**src/rtl/core/wsd_pkg.sv**
```systemverilog
package wsd_pkg;

  localparam int unsigned BYTE_W      = 8;
  localparam int unsigned LEN_W       = 64;
  localparam int unsigned KEY_BYTES   = 4;
  localparam int unsigned OUT_FIELD_W = 1 + 1 + 1 + 1 + 4 + 1 + LEN_W + BYTE_W;
  localparam int unsigned OUT_TDATA_W = ((OUT_FIELD_W + 7) / 8) * 8;

  // 7-bit length codes that select an extended length field
  localparam logic [6:0] LEN_CODE_EXT16 = 7'd126;
  localparam logic [6:0] LEN_CODE_EXT64 = 7'd127;

  localparam logic [3:0] EXT16_BYTES   = 4'd2;
  localparam logic [3:0] EXT64_BYTES   = 4'd8;
  localparam logic [3:0] KEY_LEN_BYTES = 4'd4;

  localparam logic KIND_HEADER  = 1'b0;
  localparam logic KIND_PAYLOAD = 1'b1;

  typedef struct packed {
    logic              kind;
    logic              fin;
    logic              rsv1;
    logic              rsv2;
    logic              rsv3;
    logic [3:0]        opcode;
    logic              masked;
    logic [LEN_W-1:0]  payload_length;
    logic [BYTE_W-1:0] data_out;
    logic              last;
  } result_t;

endpackage

```
**src/rtl/core/websocket_frame_deframer.sv**
```systemverilog
// Channel   Dir  Payload
// s_axis    in   tdata: data_byte[7:0]; tuser: flush
// m_axis    out  tdata: fin, rsv1, rsv2, rsv3, opcode, masked, payload_length,
//                data_out, zero fill; tuser: kind; tlast: last
//
// One byte per cycle while s_axis_tready is high; a result from an input byte is registered.
// The frame state updates in a single pass of logic per byte; a one-entry skid
// stage behind the result register keeps tready registered; a stall on m_axis
// backs up to s_axis when the skid fills. Only the byte that completes a
// header yields the header result; other header and key bytes give none.
// rst is synchronous, active high, and returns the parser to the frame start.
module websocket_frame_deframer (
  input  logic                                clk,
  input  logic                                rst,
  input  logic                                s_axis_tvalid,
  output logic                                s_axis_tready,
  input  logic [wsd_pkg::BYTE_W-1:0]          s_axis_tdata,  // [7:0] data_byte
  input  logic                                s_axis_tuser,  // [0] flush
  output logic                                m_axis_tvalid,
  input  logic                                m_axis_tready,
  // [0] fin, [1] rsv1, [2] rsv2, [3] rsv3, [7:4] opcode, [8] masked,
  // [72:9] payload_length, [80:73] data_out, [87:81] zero
  output logic [wsd_pkg::OUT_TDATA_W-1:0]     m_axis_tdata,
  output logic                                m_axis_tuser,  // [0] kind
  output logic                                m_axis_tlast
);

  typedef enum logic [2:0] {
    PH_B0,
    PH_B1,
    PH_EXT16,
    PH_EXT64,
    PH_KEY,
    PH_DATA
  } phase_t;

  phase_t                           phase, phase_next;
  logic [3:0]                       field_byte_count, field_byte_count_next;
  logic [wsd_pkg::BYTE_W-1:0]       first_byte, first_byte_next;
  logic                             mask_flag, mask_flag_next;
  logic [wsd_pkg::LEN_W-1:0]        length_accumulator, length_accumulator_next;
  logic [wsd_pkg::KEY_BYTES-1:0][wsd_pkg::BYTE_W-1:0] key_register, key_register_next;
  logic [wsd_pkg::LEN_W-1:0]        payload_index, payload_index_next;

  logic                             in_fire;
  logic                             out_take;
  logic                             res_valid;
  wsd_pkg::result_t                 res;
  wsd_pkg::result_t                 out_reg;
  wsd_pkg::result_t                 skid;
  logic                             out_valid;
  logic                             skid_valid;

  logic [wsd_pkg::BYTE_W-1:0]       b;
  logic                             len_complete;
  logic                             hdr;
  logic                             empty;
  logic [3:0]                       need;
  logic [wsd_pkg::BYTE_W-1:0]       key_byte;
  logic [wsd_pkg::LEN_W-1:0]        index_inc;

  assign s_axis_tready = !skid_valid;
  assign in_fire       = s_axis_tvalid && s_axis_tready;
  assign out_take      = m_axis_tvalid && m_axis_tready;
  assign b             = s_axis_tdata;

  always_comb begin
    phase_next              = phase;
    field_byte_count_next   = field_byte_count;
    first_byte_next         = first_byte;
    mask_flag_next          = mask_flag;
    length_accumulator_next = length_accumulator;
    key_register_next       = key_register;
    payload_index_next      = payload_index;
    len_complete            = 1'b0;
    hdr                     = 1'b0;
    res_valid               = 1'b0;
    empty                   = 1'b0;
    need                    = (phase == PH_EXT16) ? wsd_pkg::EXT16_BYTES
                                                  : wsd_pkg::EXT64_BYTES;
    key_byte                = mask_flag ? key_register[2'd3 - payload_index[1:0]]
                                        : '0;
    index_inc               = payload_index + 1'b1;
    res                     = '0;

    case (phase)
      PH_B1: begin
        mask_flag_next          = b[7];
        field_byte_count_next   = '0;
        length_accumulator_next = '0;
        if (b[6:0] == wsd_pkg::LEN_CODE_EXT16) begin
          phase_next = PH_EXT16;
        end else if (b[6:0] == wsd_pkg::LEN_CODE_EXT64) begin
          phase_next = PH_EXT64;
        end else begin
          length_accumulator_next = {{(wsd_pkg::LEN_W-7){1'b0}}, b[6:0]};
          len_complete            = 1'b1;
        end
      end
      PH_EXT16, PH_EXT64: begin
        // big-endian: shift the earlier bytes up
        length_accumulator_next = {length_accumulator[wsd_pkg::LEN_W-9:0], b};
        field_byte_count_next   = field_byte_count + 1'b1;
        len_complete            = (field_byte_count_next >= need);
      end
      PH_KEY: begin
        key_register_next     = {key_register[wsd_pkg::KEY_BYTES-2:0], b};
        field_byte_count_next = field_byte_count + 1'b1;
        hdr                   = (field_byte_count_next >= wsd_pkg::KEY_LEN_BYTES);
      end
      PH_DATA: begin
        payload_index_next = index_inc;
        res_valid          = 1'b1;
        res.kind           = wsd_pkg::KIND_PAYLOAD;
        res.data_out       = b ^ key_byte;
        res.last           = (index_inc == length_accumulator);
        if (res.last) begin
          phase_next = PH_B0;
        end
      end
      default: begin
        first_byte_next = b;
        phase_next      = PH_B1;
      end
    endcase

    if (len_complete) begin
      key_register_next = '0;
      if (mask_flag_next) begin
        phase_next            = PH_KEY;
        field_byte_count_next = '0;
      end else begin
        hdr = 1'b1;
      end
    end

    if (hdr) begin
      empty              = (length_accumulator_next == '0);
      res_valid          = 1'b1;
      res.kind           = wsd_pkg::KIND_HEADER;
      res.data_out       = '0;
      res.last           = empty;
      payload_index_next = '0;
      phase_next         = empty ? PH_B0 : PH_DATA;
    end

    res.fin            = first_byte_next[7];
    res.rsv1           = first_byte_next[6];
    res.rsv2           = first_byte_next[5];
    res.rsv3           = first_byte_next[4];
    res.opcode         = first_byte_next[3:0];
    res.masked         = mask_flag_next;
    res.payload_length = length_accumulator_next;

    if (s_axis_tuser) begin
      phase_next              = PH_B0;
      field_byte_count_next   = '0;
      first_byte_next         = '0;
      mask_flag_next          = 1'b0;
      length_accumulator_next = '0;
      key_register_next       = '0;
      payload_index_next      = '0;
      res_valid               = 1'b0;
    end
  end

  always_ff @(posedge clk) begin
    if (rst) begin
      phase              <= PH_B0;
      field_byte_count   <= '0;
      first_byte         <= '0;
      mask_flag          <= 1'b0;
      length_accumulator <= '0;
      key_register       <= '0;
      payload_index      <= '0;
    end else if (in_fire) begin
      phase              <= phase_next;
      field_byte_count   <= field_byte_count_next;
      first_byte         <= first_byte_next;
      mask_flag          <= mask_flag_next;
      length_accumulator <= length_accumulator_next;
      key_register       <= key_register_next;
      payload_index      <= payload_index_next;
    end
  end

  // result register with one skid entry; input is closed while skid is full
  always_ff @(posedge clk) begin
    if (rst) begin
      out_valid  <= 1'b0;
      skid_valid <= 1'b0;
    end else if (skid_valid) begin
      if (!out_valid || out_take) begin
        out_reg    <= skid;
        out_valid  <= 1'b1;
        skid_valid <= 1'b0;
      end
    end else if (!out_valid || out_take) begin
      out_valid <= in_fire && res_valid;
      out_reg   <= res;
    end else if (in_fire && res_valid) begin
      skid       <= res;
      skid_valid <= 1'b1;
    end
  end

  assign m_axis_tvalid = out_valid;
  assign m_axis_tuser  = out_reg.kind;
  assign m_axis_tlast  = out_reg.last;
  assign m_axis_tdata  = {{(wsd_pkg::OUT_TDATA_W - wsd_pkg::OUT_FIELD_W){1'b0}},
                          out_reg.data_out, out_reg.payload_length, out_reg.masked,
                          out_reg.opcode, out_reg.rsv3, out_reg.rsv2, out_reg.rsv1,
                          out_reg.fin};

`ifndef SYNTH
  a_skid_behind_out: assert property (@(posedge clk) disable iff (rst)
    skid_valid |-> out_valid)
    else $error("skid entry held while result register empty");

  a_data_nonempty: assert property (@(posedge clk) disable iff (rst)
    (phase == PH_DATA) |-> (length_accumulator != '0))
    else $error("payload phase with zero length");

  a_flush_restart: assert property (@(posedge clk) disable iff (rst)
    (in_fire && s_axis_tuser) |=> (phase == PH_B0 && payload_index == '0))
    else $error("flush did not return parser to frame start");

  a_empty_header_last: assert property (@(posedge clk) disable iff (rst)
    (out_valid && out_reg.kind == wsd_pkg::KIND_HEADER && out_reg.payload_length == '0)
      |-> out_reg.last)
    else $error("empty frame header not marked last");
`endif

endmodule
```
**config.mk**
```make
export PLATFORM = sky130hd
export DESIGN_NAME = websocket_frame_deframer
export DESIGN_NICKNAME = d
export VERILOG_FILES = /design/src/rtl/core/wsd_pkg.sv /design/src/rtl/core/websocket_frame_deframer.sv
export SDC_FILE = /design/constraint.sdc
export NUM_CORES = 1
export LEC_CHECK = 0
export BUFFER_PORTS_ARGS = -buffer_cell sky130_fd_sc_hd__buf_4
export CAP_MARGIN = 15
export CORE_MARGIN = 5
export CORE_UTILIZATION = 50
export CTS_BUF_LIST = sky130_fd_sc_hd__clkbuf_16
export DETAILED_ROUTE_END_ITERATION = 16
export PLACE_DENSITY = 0.75
export SYNTH_ARGS = -nofsm -noshare
export SYNTH_HDL_FRONTEND = slang
export SYNTH_SLANG_ARGS = --single-unit
```
**constraint.sdc**
```tcl
create_clock -name clk -period 17.9 [get_ports clk]
set_input_delay 0.895 -clock clk [delete_from_list [all_inputs] [get_ports clk]]
set_output_delay 0.895 -clock clk [all_outputs]
set_load 0.005 [all_outputs]
```
; Yosys cells after proc, flatten, opt, wreduce, memory -nomap -nowiden
; Index checks and enable logic that the tools add are counted.
[word_totals]
ff_bits = 344
in_bits = 13
output_inout_bits = 92
wordCells = 119
[classes]
add_sub_neg = 3
order_cmp = 3
eq_ne = 8
muxes = 53
bitwise_logic = 4
reduce_logical = 16
[ops]
columns = cell, n
row1 = $mux 64, 4
row2 = $mux 83, 3
row3 = $pmux 64 s2, 1
row4 = $mux 32, 3
row5 = $add 64x1->64 const B, 1
row6 = $eq 64x64->1, 1
row7 = $logic_not 64->1, 1
row8 = $mux 8, 4
row9 = $mux 3, 8
row10 = $mux 1, 18
row11 = $mux 9, 2
row12 = $bmux 8 s2, 1
row13 = $mux 4, 4
row14 = $eq 7x7->1 const B, 2
row15 = $mux 7, 2
row16 = $pmux 3 s3, 1
row17 = $pmux 4 s2, 1
row18 = $xor 8x8->8, 1
row19 = $eq 3x2->1 const B, 2
row20 = $eq 3x3->1 const B, 2
row21 = $reduce_and 2->1, 3
row22 = $reduce_bool 3->1, 2
row23 = $reduce_or 5->1, 1
row24 = $add 4x1->4 const B, 1
row25 = other kinds (13), 18

; Logic depth before layout (Yosys ltp)
; Gate-level depths: netlist of the first run.
[depth]
ltp_word = 11
depth_mapped = 16
mapped_depth_nobuf = 13

; Worst setup path after synthesis of the first run
; Ideal clock, no wire load.
[synth_timing]
kind = reg2reg
from = reg phase[2]
to = reg skid[0] in the netlist's numbering, enable pin
setup_ps = 626
arrival_time_ps = 7783
required_ps = 17274
setup_slack_ps = 9491
path_stages_with_launch = 12
path_buffers = 1
path_cell_list = dfxtp_1 -> clkbuf_1 -> nand2b_1 -> nor2_1 -> ha_1 -> nand2_1 -> a31o_2 -> a221oi_1 -> a21oi_1 -> nand2_1 -> nand2_1 -> nor3_1
[synth_between]
elab_chain_cells = 9
word_cells_on_any_way = 18
[synth_lines]
columns = item, line
row1 = start: declaration, websocket_frame_deframer.sv:37  ; phase_t phase, phase_next;
row2 = start signal: assignment, websocket_frame_deframer.sv:177  ; phase <= phase_next;
row3 = $eq 3x2->1, "websocket_frame_deframer.sv:79, websocket_frame_deframer.sv:86"
row4 = $mux 4, websocket_frame_deframer.sv:79  ; need = (phase == PH_EXT16) ? wsd_pkg::EXT16_BYTES
row5 = $ge 4x4->1, websocket_frame_deframer.sv:104  ; len_complete = (field_byte_count_next >= need);
row6 = $pmux 1 s2, websocket_frame_deframer.sv:86  ; case (phase)
row7 = $mux 1, websocket_frame_deframer.sv:127  ; if (len_complete) begin
row8 = $mux 1 (*), websocket_frame_deframer.sv:137  ; if (hdr) begin
row9 = $mux 1 (*), websocket_frame_deframer.sv:155  ; if (s_axis_tuser) begin
row10 = $logic_and 1x1->1 (*), websocket_frame_deframer.sv:201  ; end else if (in_fire && res_valid) begin
row11 = $reduce_and 4->1 (no line) (*), n/a
row12 = end signal: assignment, websocket_frame_deframer.sv:202  ; skid <= res;
row13 = end: declaration, websocket_frame_deframer.sv:50  ; wsd_pkg::result_t skid;
; Mark *: on every way between the ends. The rest lies on a longest branch, timed or not.
; A chain may end at the register's enable or synchronous reset.

==> metrics, run 1 <==
largest area contributor in the netlist edfxtp_1; Critical Path RT between 15 and 20 ns; die area slightly below 0.04 mm2; synth-to-layout area growth 12.0%; CORE AREA 0.0347 mm2; Antenna Nets Post-Route 0; fin. max-slew vios 0; DP Worst Slack approximately 13 ns; Initial Utilization between 50 and 60%; endpoints failing setup 0; postcts setup bufs 0; multi-input logic area 0.00852 mm2; Distinct cells, synth a little over 70; Storage cell area about 0.0085 mm2; Tcrit/Tclk final 26.5%; # rows slightly below 70; Cell Area, Placed 0.0186 mm2; Die H 198 um; max_slew headroom 30.9%; die width between 150 and 200 um; Yosys top cell area share approximately 28%; Avg Cell Area, Syn a little under 10 um2; global-route wire length before repair between 80,000 and 90,000 um; DR vias about 16,000; most frequent cells in the layout nor2_1, dfxtp_1, edfxtp_1, nand2_1, buf_4; Post-DP HPWL about 41,000 um; RSZ-0062 raised after global routing false; crit path DAT roughly 5.2 ns; achievable frequency between 200 and 250 MHz; WL per Instance 24.9 um; antenna fix cells 0; Final #Nets 1,863; post-synthesis sequential area ratio about half; antenna violations before repair 0; CTS Root Cell clkbuf_16; vias in the first global route around 14,000; Syn Inst Count roughly 1,800; Worst R2R Setup Slack around 13 ns; Iteration-0 DRC Markers between 2,000 and 2,500; commonest non-fill, non-tap cell in the layout nor2_1; GPL Wtd Cong around 1.0; min-delay worst type reg2reg; Port Buf Inserts 97; overall routing resource usage 28.4%; drt first pass iters 6; Worst Slack Setup Final between 10 and 15 ns; Area contributors post-synth edfxtp_1, dfxtp_1, mux2_2; CTS tree built; crit end category flip-flop; Seq cells post-synth about 340; Hold Buf Count CTS 0; CP Max Fanout 16; total wire length slightly below 60,000 um; largest net degree at the start of global routing about 100; # fillers between 2,000 and 3,000; Power per Cell Area ~84 mW/mm2; total CTS buffers 37; later-pin clock latency in the skew report around 0.54 ns; H-tree depth 2; final hold violations 0; Peak supply drop between 0.07 and 0.08 mV; worst-margin pin slew slightly above 1 ns; Final Critical Period between 4 and 5 ns; final clock skew ~0.018 ns; EDFF count, synth roughly 170; Worst-path clk slew about 0.060 ns; total global routing overflow 0; CP Launch Type flip-flop; Residual DRC 0; max-cap violations 0; CTS max path bufs 3; LEAKAGE approximately 6.9 nW; Vias per Instance around 6.7; final setup TNS 0 ns; CTS sink count 344; IO Pins about 110; crit path kind reg2reg; Power Total between 0.0015 and 0.002 W; post-cts resize count 0; YS warnings 0; share of layout cells above drive strength 1 around 16%; Synth Flop Type dfxtp_1; asr flop ratio synth 0%; status finished, final reports clean; post-route cell area 0.0198 mm2; cell area after synthesis ~0.018 mm2
-- flip-flops by register name, indices dropped and copies added, names as in the netlist --
name                flops
field_byte_count        4
m_axis_tvalid           1
length_accumulator     64
m_axis_tdata           81
first_byte              8
skid_valid              1
m_axis_tlast            1
phase                   3
skid                   83
m_axis_tuser            1
mask_flag               1
payload_index          64
key_register           32
-- layout make-up --
class	count	area share, %
repair buffers	120	4.65
multi-input cells	1327	43.0
clock buffers	38	4.80
well taps	455	2.88
flip-flops and latches	344	43.2
inverters	16	0.303
clock inverters	30	1.14
-- Yosys cell counts (6+ instances only) --
cell / n
a22oi_1: 81
mux2_2: 84
o2111ai_1: 6
and3_1: 14
nor4_1: 47
or3_1: 19
clkbuf_1: 117
and2_1: 16
nand3_1: 74
a31oi_1: 12
buf_4: 10
o31ai_1: 13
a21oi_1: 117
and4_1: 15
a22o_1: 63
nand4_1: 62
o21ai_0: 54
buf_1: 18
nand2_1: 151
inv_1: 16
nor3_1: 55
mux4_2: 8
a311oi_1: 19
xor2_1: 42
dfxtp_1: 178
nand3b_1: 9
nor2b_1: 7
nor2_1: 199
or4_1: 13
xnor2_1: 58
edfxtp_1: 166
-- kinds of logic after synthesis --
group,after synthesis,share of synthesized area [%]
other cells,1,0.0212
xor+xnor,101,5.09
simple gates,711,20.1
fa+ha+maj,4,0.283
flops,344,48.4
mux,98,6.72
buf+inv,167,3.84
compound gates,406,15.5
-- power breakdown --
group / switching [W] / internal [W]
registers: 0.00000543 / 0.000832
clock network: 0.000323 / 0.000420
logic: 0.0000512 / 0.0000247
total: 0.000380 / 0.00128
-- per-layer routing --
layer | vias up | share of wire, % | track usage [%]
li1 | 6889 | - | -
met3 | 109 | 9.9 | 4.95
met2 | 906 | 44 | 42.4
met5 | - | 0 | 0
met4 | 0 | 3.0 | 8.39
met1 | 7599 | 43 | 42.6
-- worst max-delay path, cell delays in order, from the launching register on --
cell and delay (ns):
dfxtp_1 0.83, ha_1 0.48, nand3_1 0.23, nor3_2 0.67
nand4_1 0.26, nor4_1 0.57, xnor2_1 0.18, or4_1 0.43
or4_4 0.52, o31ai_4 0.26, mux2_1 0.18
-- worst paths after layout --
path / startpoint / cells after the start / end
worst max-delay path: payload_index[0]$_SDFFE_PP0P_ / 10 / m_axis_tlast$_DFFE_PP_
worst min-delay path: key_register[28]$_SDFFE_PP0P_ / 2 / key_register[28]$_SDFFE_PP0P_
worst max register to register: payload_index[0]$_SDFFE_PP0P_ / 10 / m_axis_tlast$_DFFE_PP_
worst min register to register: key_register[28]$_SDFFE_PP0P_ / 2 / key_register[28]$_SDFFE_PP0P_
-- per-stage QoR --
step / hold WS [ns] / utilization [%] / std cells
floorplan: 0.429 / - / 1838
global placement: 0.435 / 53.5 / 2261
detailed placement: 0.444 / 53.5 / 2261
CTS: 0.452 / 56.9 / 2329
global route: 0.475 / 57.0 / 2330
finish: 0.451 / 57.0 / 2330
No activity file was read; power rests on OpenSTA's default activity.
==> run 2, diff against run 1 <==
Clock period 17.9 ns to 5 ns, I/O delays scaled along.
==> metrics, run 2 (synthesis gave the netlist of run 1 again) <==
Hold Slack roughly 0.054 ns; Switching Share a little under a quarter; CTS max path bufs 3; Tcrit/Tclk final about four fifths; CP max stage delay around 0.63 ns; commonest non-fill, non-tap cell in the layout nor2_1; min-delay worst type in2reg; post-route cell area roughly 0.02 mm2; CP Launch Type flip-flop; Critical Path Sink phase[0]$_SDFFE_PP0P_; Gate power share 4.6%; Final #Nets around 1,900; Post-DP HPWL 41,800 um; Storage cell area around 0.0085 mm2; worst-margin pin slew roughly 1.0 ns; Vias per Instance between 6 and 7; final hold violations 0; Initial Utilization roughly half; later-pin clock latency in the skew report approximately 0.53 ns; Clock power frac between 40% and 50%; Worst setup startpoint payload_index[8]$_SDFFE_PP0P_; post-cts resize count 0; Inst Count DP around 2,300; R2R depth 10; synth-to-layout area growth 13.1%; Port Buf Inserts between 90 and 100; antenna fix cells 0; Slowest-stage cell, CP or4b_2; Die H about 200 um; max-cap violations 0; WL per Instance 24.7 um; die area 0.0392 mm2; CP Max Fanout 11; Cell Area, Placed 0.0188 mm2; Int Pwr 0.00462 W; most frequent cells in the layout nor2_1, dfxtp_1, edfxtp_1, nand2_1, buf_4; vias in the first global route roughly 14,000; IO Pins 105; Worst-path clk slew roughly 0.060 ns; Critical Path RT approximately 5.4 ns; GPL Wtd Cong approximately 1.0; share of layout cells above drive strength 1 16.9%; Reg-to-Reg Start payload_index[8]$_SDFFE_PP0P_; max reg flops between 80 and 90; CTS tree built; die width roughly 200 um; fin. max-slew vios 0; CTS sink count 344; final setup TNS 0 ns; postcts setup bufs 0; LEAKAGE 7.03 nW; achievable frequency about 240 MHz; Reg power frac between 50% and 60%; antenna violations before repair 0; crit path kind reg2reg; endpoints failing setup 0; NetSw around 0.0013 W; Worst R2R Setup Slack 0.91 ns; RSZ-0062 raised after global routing false; largest net degree at the start of global routing 86; total global routing overflow 0; Final Critical Period between 4 and 5 ns; H-tree depth 2; total wire length 58,000 um; Residual DRC 0; drt first pass iters 6; total CTS buffers 37; critical path's top delay family simple AND/OR/NAND/NOR gates; CP bufs+invs 1; max_slew headroom ~33%; CORE AREA 0.0347 mm2; crit path DAT 4.51 ns; status finished, final reports clean; largest reg by FF count skid; crit end category flip-flop; WP depth 10; # fillers 2,948; Hold Buf Count CTS 0; DR vias about 15,000; global-route wire length before repair approximately 87,000 um; Worst R2R End phase[0]$_SDFFE_PP0P_; Iteration-0 DRC Markers around 2,000; Antenna Nets Post-Route 0; multi-input logic area roughly 0.0085 mm2; Crit path top cell by count and4_1; # rows 68; final clock skew 0.0144 ns; Peak supply drop about 0.26 mV; overall routing resource usage 28.6%; chain of cells forming the critical path and4_1, and4_1, nand3_1, xnor2_1, or4b_2, a311oi_1, o2111ai_1, nor4_1, buf_4, a21oi_1; Power per Cell Area 299 mW/mm2; CTS Root Cell clkbuf_16; Post-Layout Cell Count 2,350; Hold Crit Depth 3
-- run 2: per-layer routing --
metal | vias to the layer above | routed length, um | track usage (%)
li1 | 6942 | - | -
met1 | 7376 | 25300 | 43.2
met2 | 846 | 25000 | 42.5
met3 | 130 | 5560 | 4.51
met4 | 0 | 2020 | 8.62
met5 | - | 0 | 0
-- run 2: layout make-up --
class	count	area share (%)
Clock inverter	29	1.23
Sequential cell	344	42.8
Multi-Input combinational cell	1327	42.7
Inverter	16	0.301
Timing Repair Buffer	141	5.42
Clock buffer	38	4.76
Tap cell	455	2.85
-- run 2: worst min-delay path: cells and delay by family --
family / cells / cell delay [ns]
buffers and inverters: 1 / 0.15
and+or+nand+nor: 1 / 0.07
AOI/OAI and AO/OA: 1 / 0.06
-- run 2: power by group through the flow --
stage	registers (W)	logic [W]	clock network (W)
after floorplan	0.00306	0.000150	0
after global placement	0.00306	0.000265	0
after detailed placement	0.00306	0.000270	0
after CTS	0.00300	0.000271	0.00275
after global routing	0.00300	0.000292	0.00286
final	0.00300	0.000272	0.00270
-- run 2: worst min-delay path by stage --
stage / start / to / slack [ns]
floorplan: s_axis_tdata[0] / key_register[0]$_SDFFE_PP0P_ / 0.40
global placement: key_register[31]$_SDFFE_PP0P_ / key_register[31]$_SDFFE_PP0P_ / 0.43
detailed placement: key_register[29]$_SDFFE_PP0P_ / key_register[29]$_SDFFE_PP0P_ / 0.45
CTS: s_axis_tdata[0] / key_register[0]$_SDFFE_PP0P_ / 0.04
global route: s_axis_tdata[2] / key_register[2]$_SDFFE_PP0P_ / 0.06
finish: s_axis_tdata[0] / key_register[0]$_SDFFE_PP0P_ / 0.05
-- run 2: through the flow --
step	total power [W]	utilization, %	setup slack, ns
5_1_grt	0.00615	57.6	0.668
4_1_cts	0.00602	57.6	0.993
3_5_place_dp	0.00333	54.1	1.01
6_report	0.00597	57.6	0.905
2_1_floorplan	0.00321	-	0.173
3_3_place_gp	0.00332	54.1	0.982
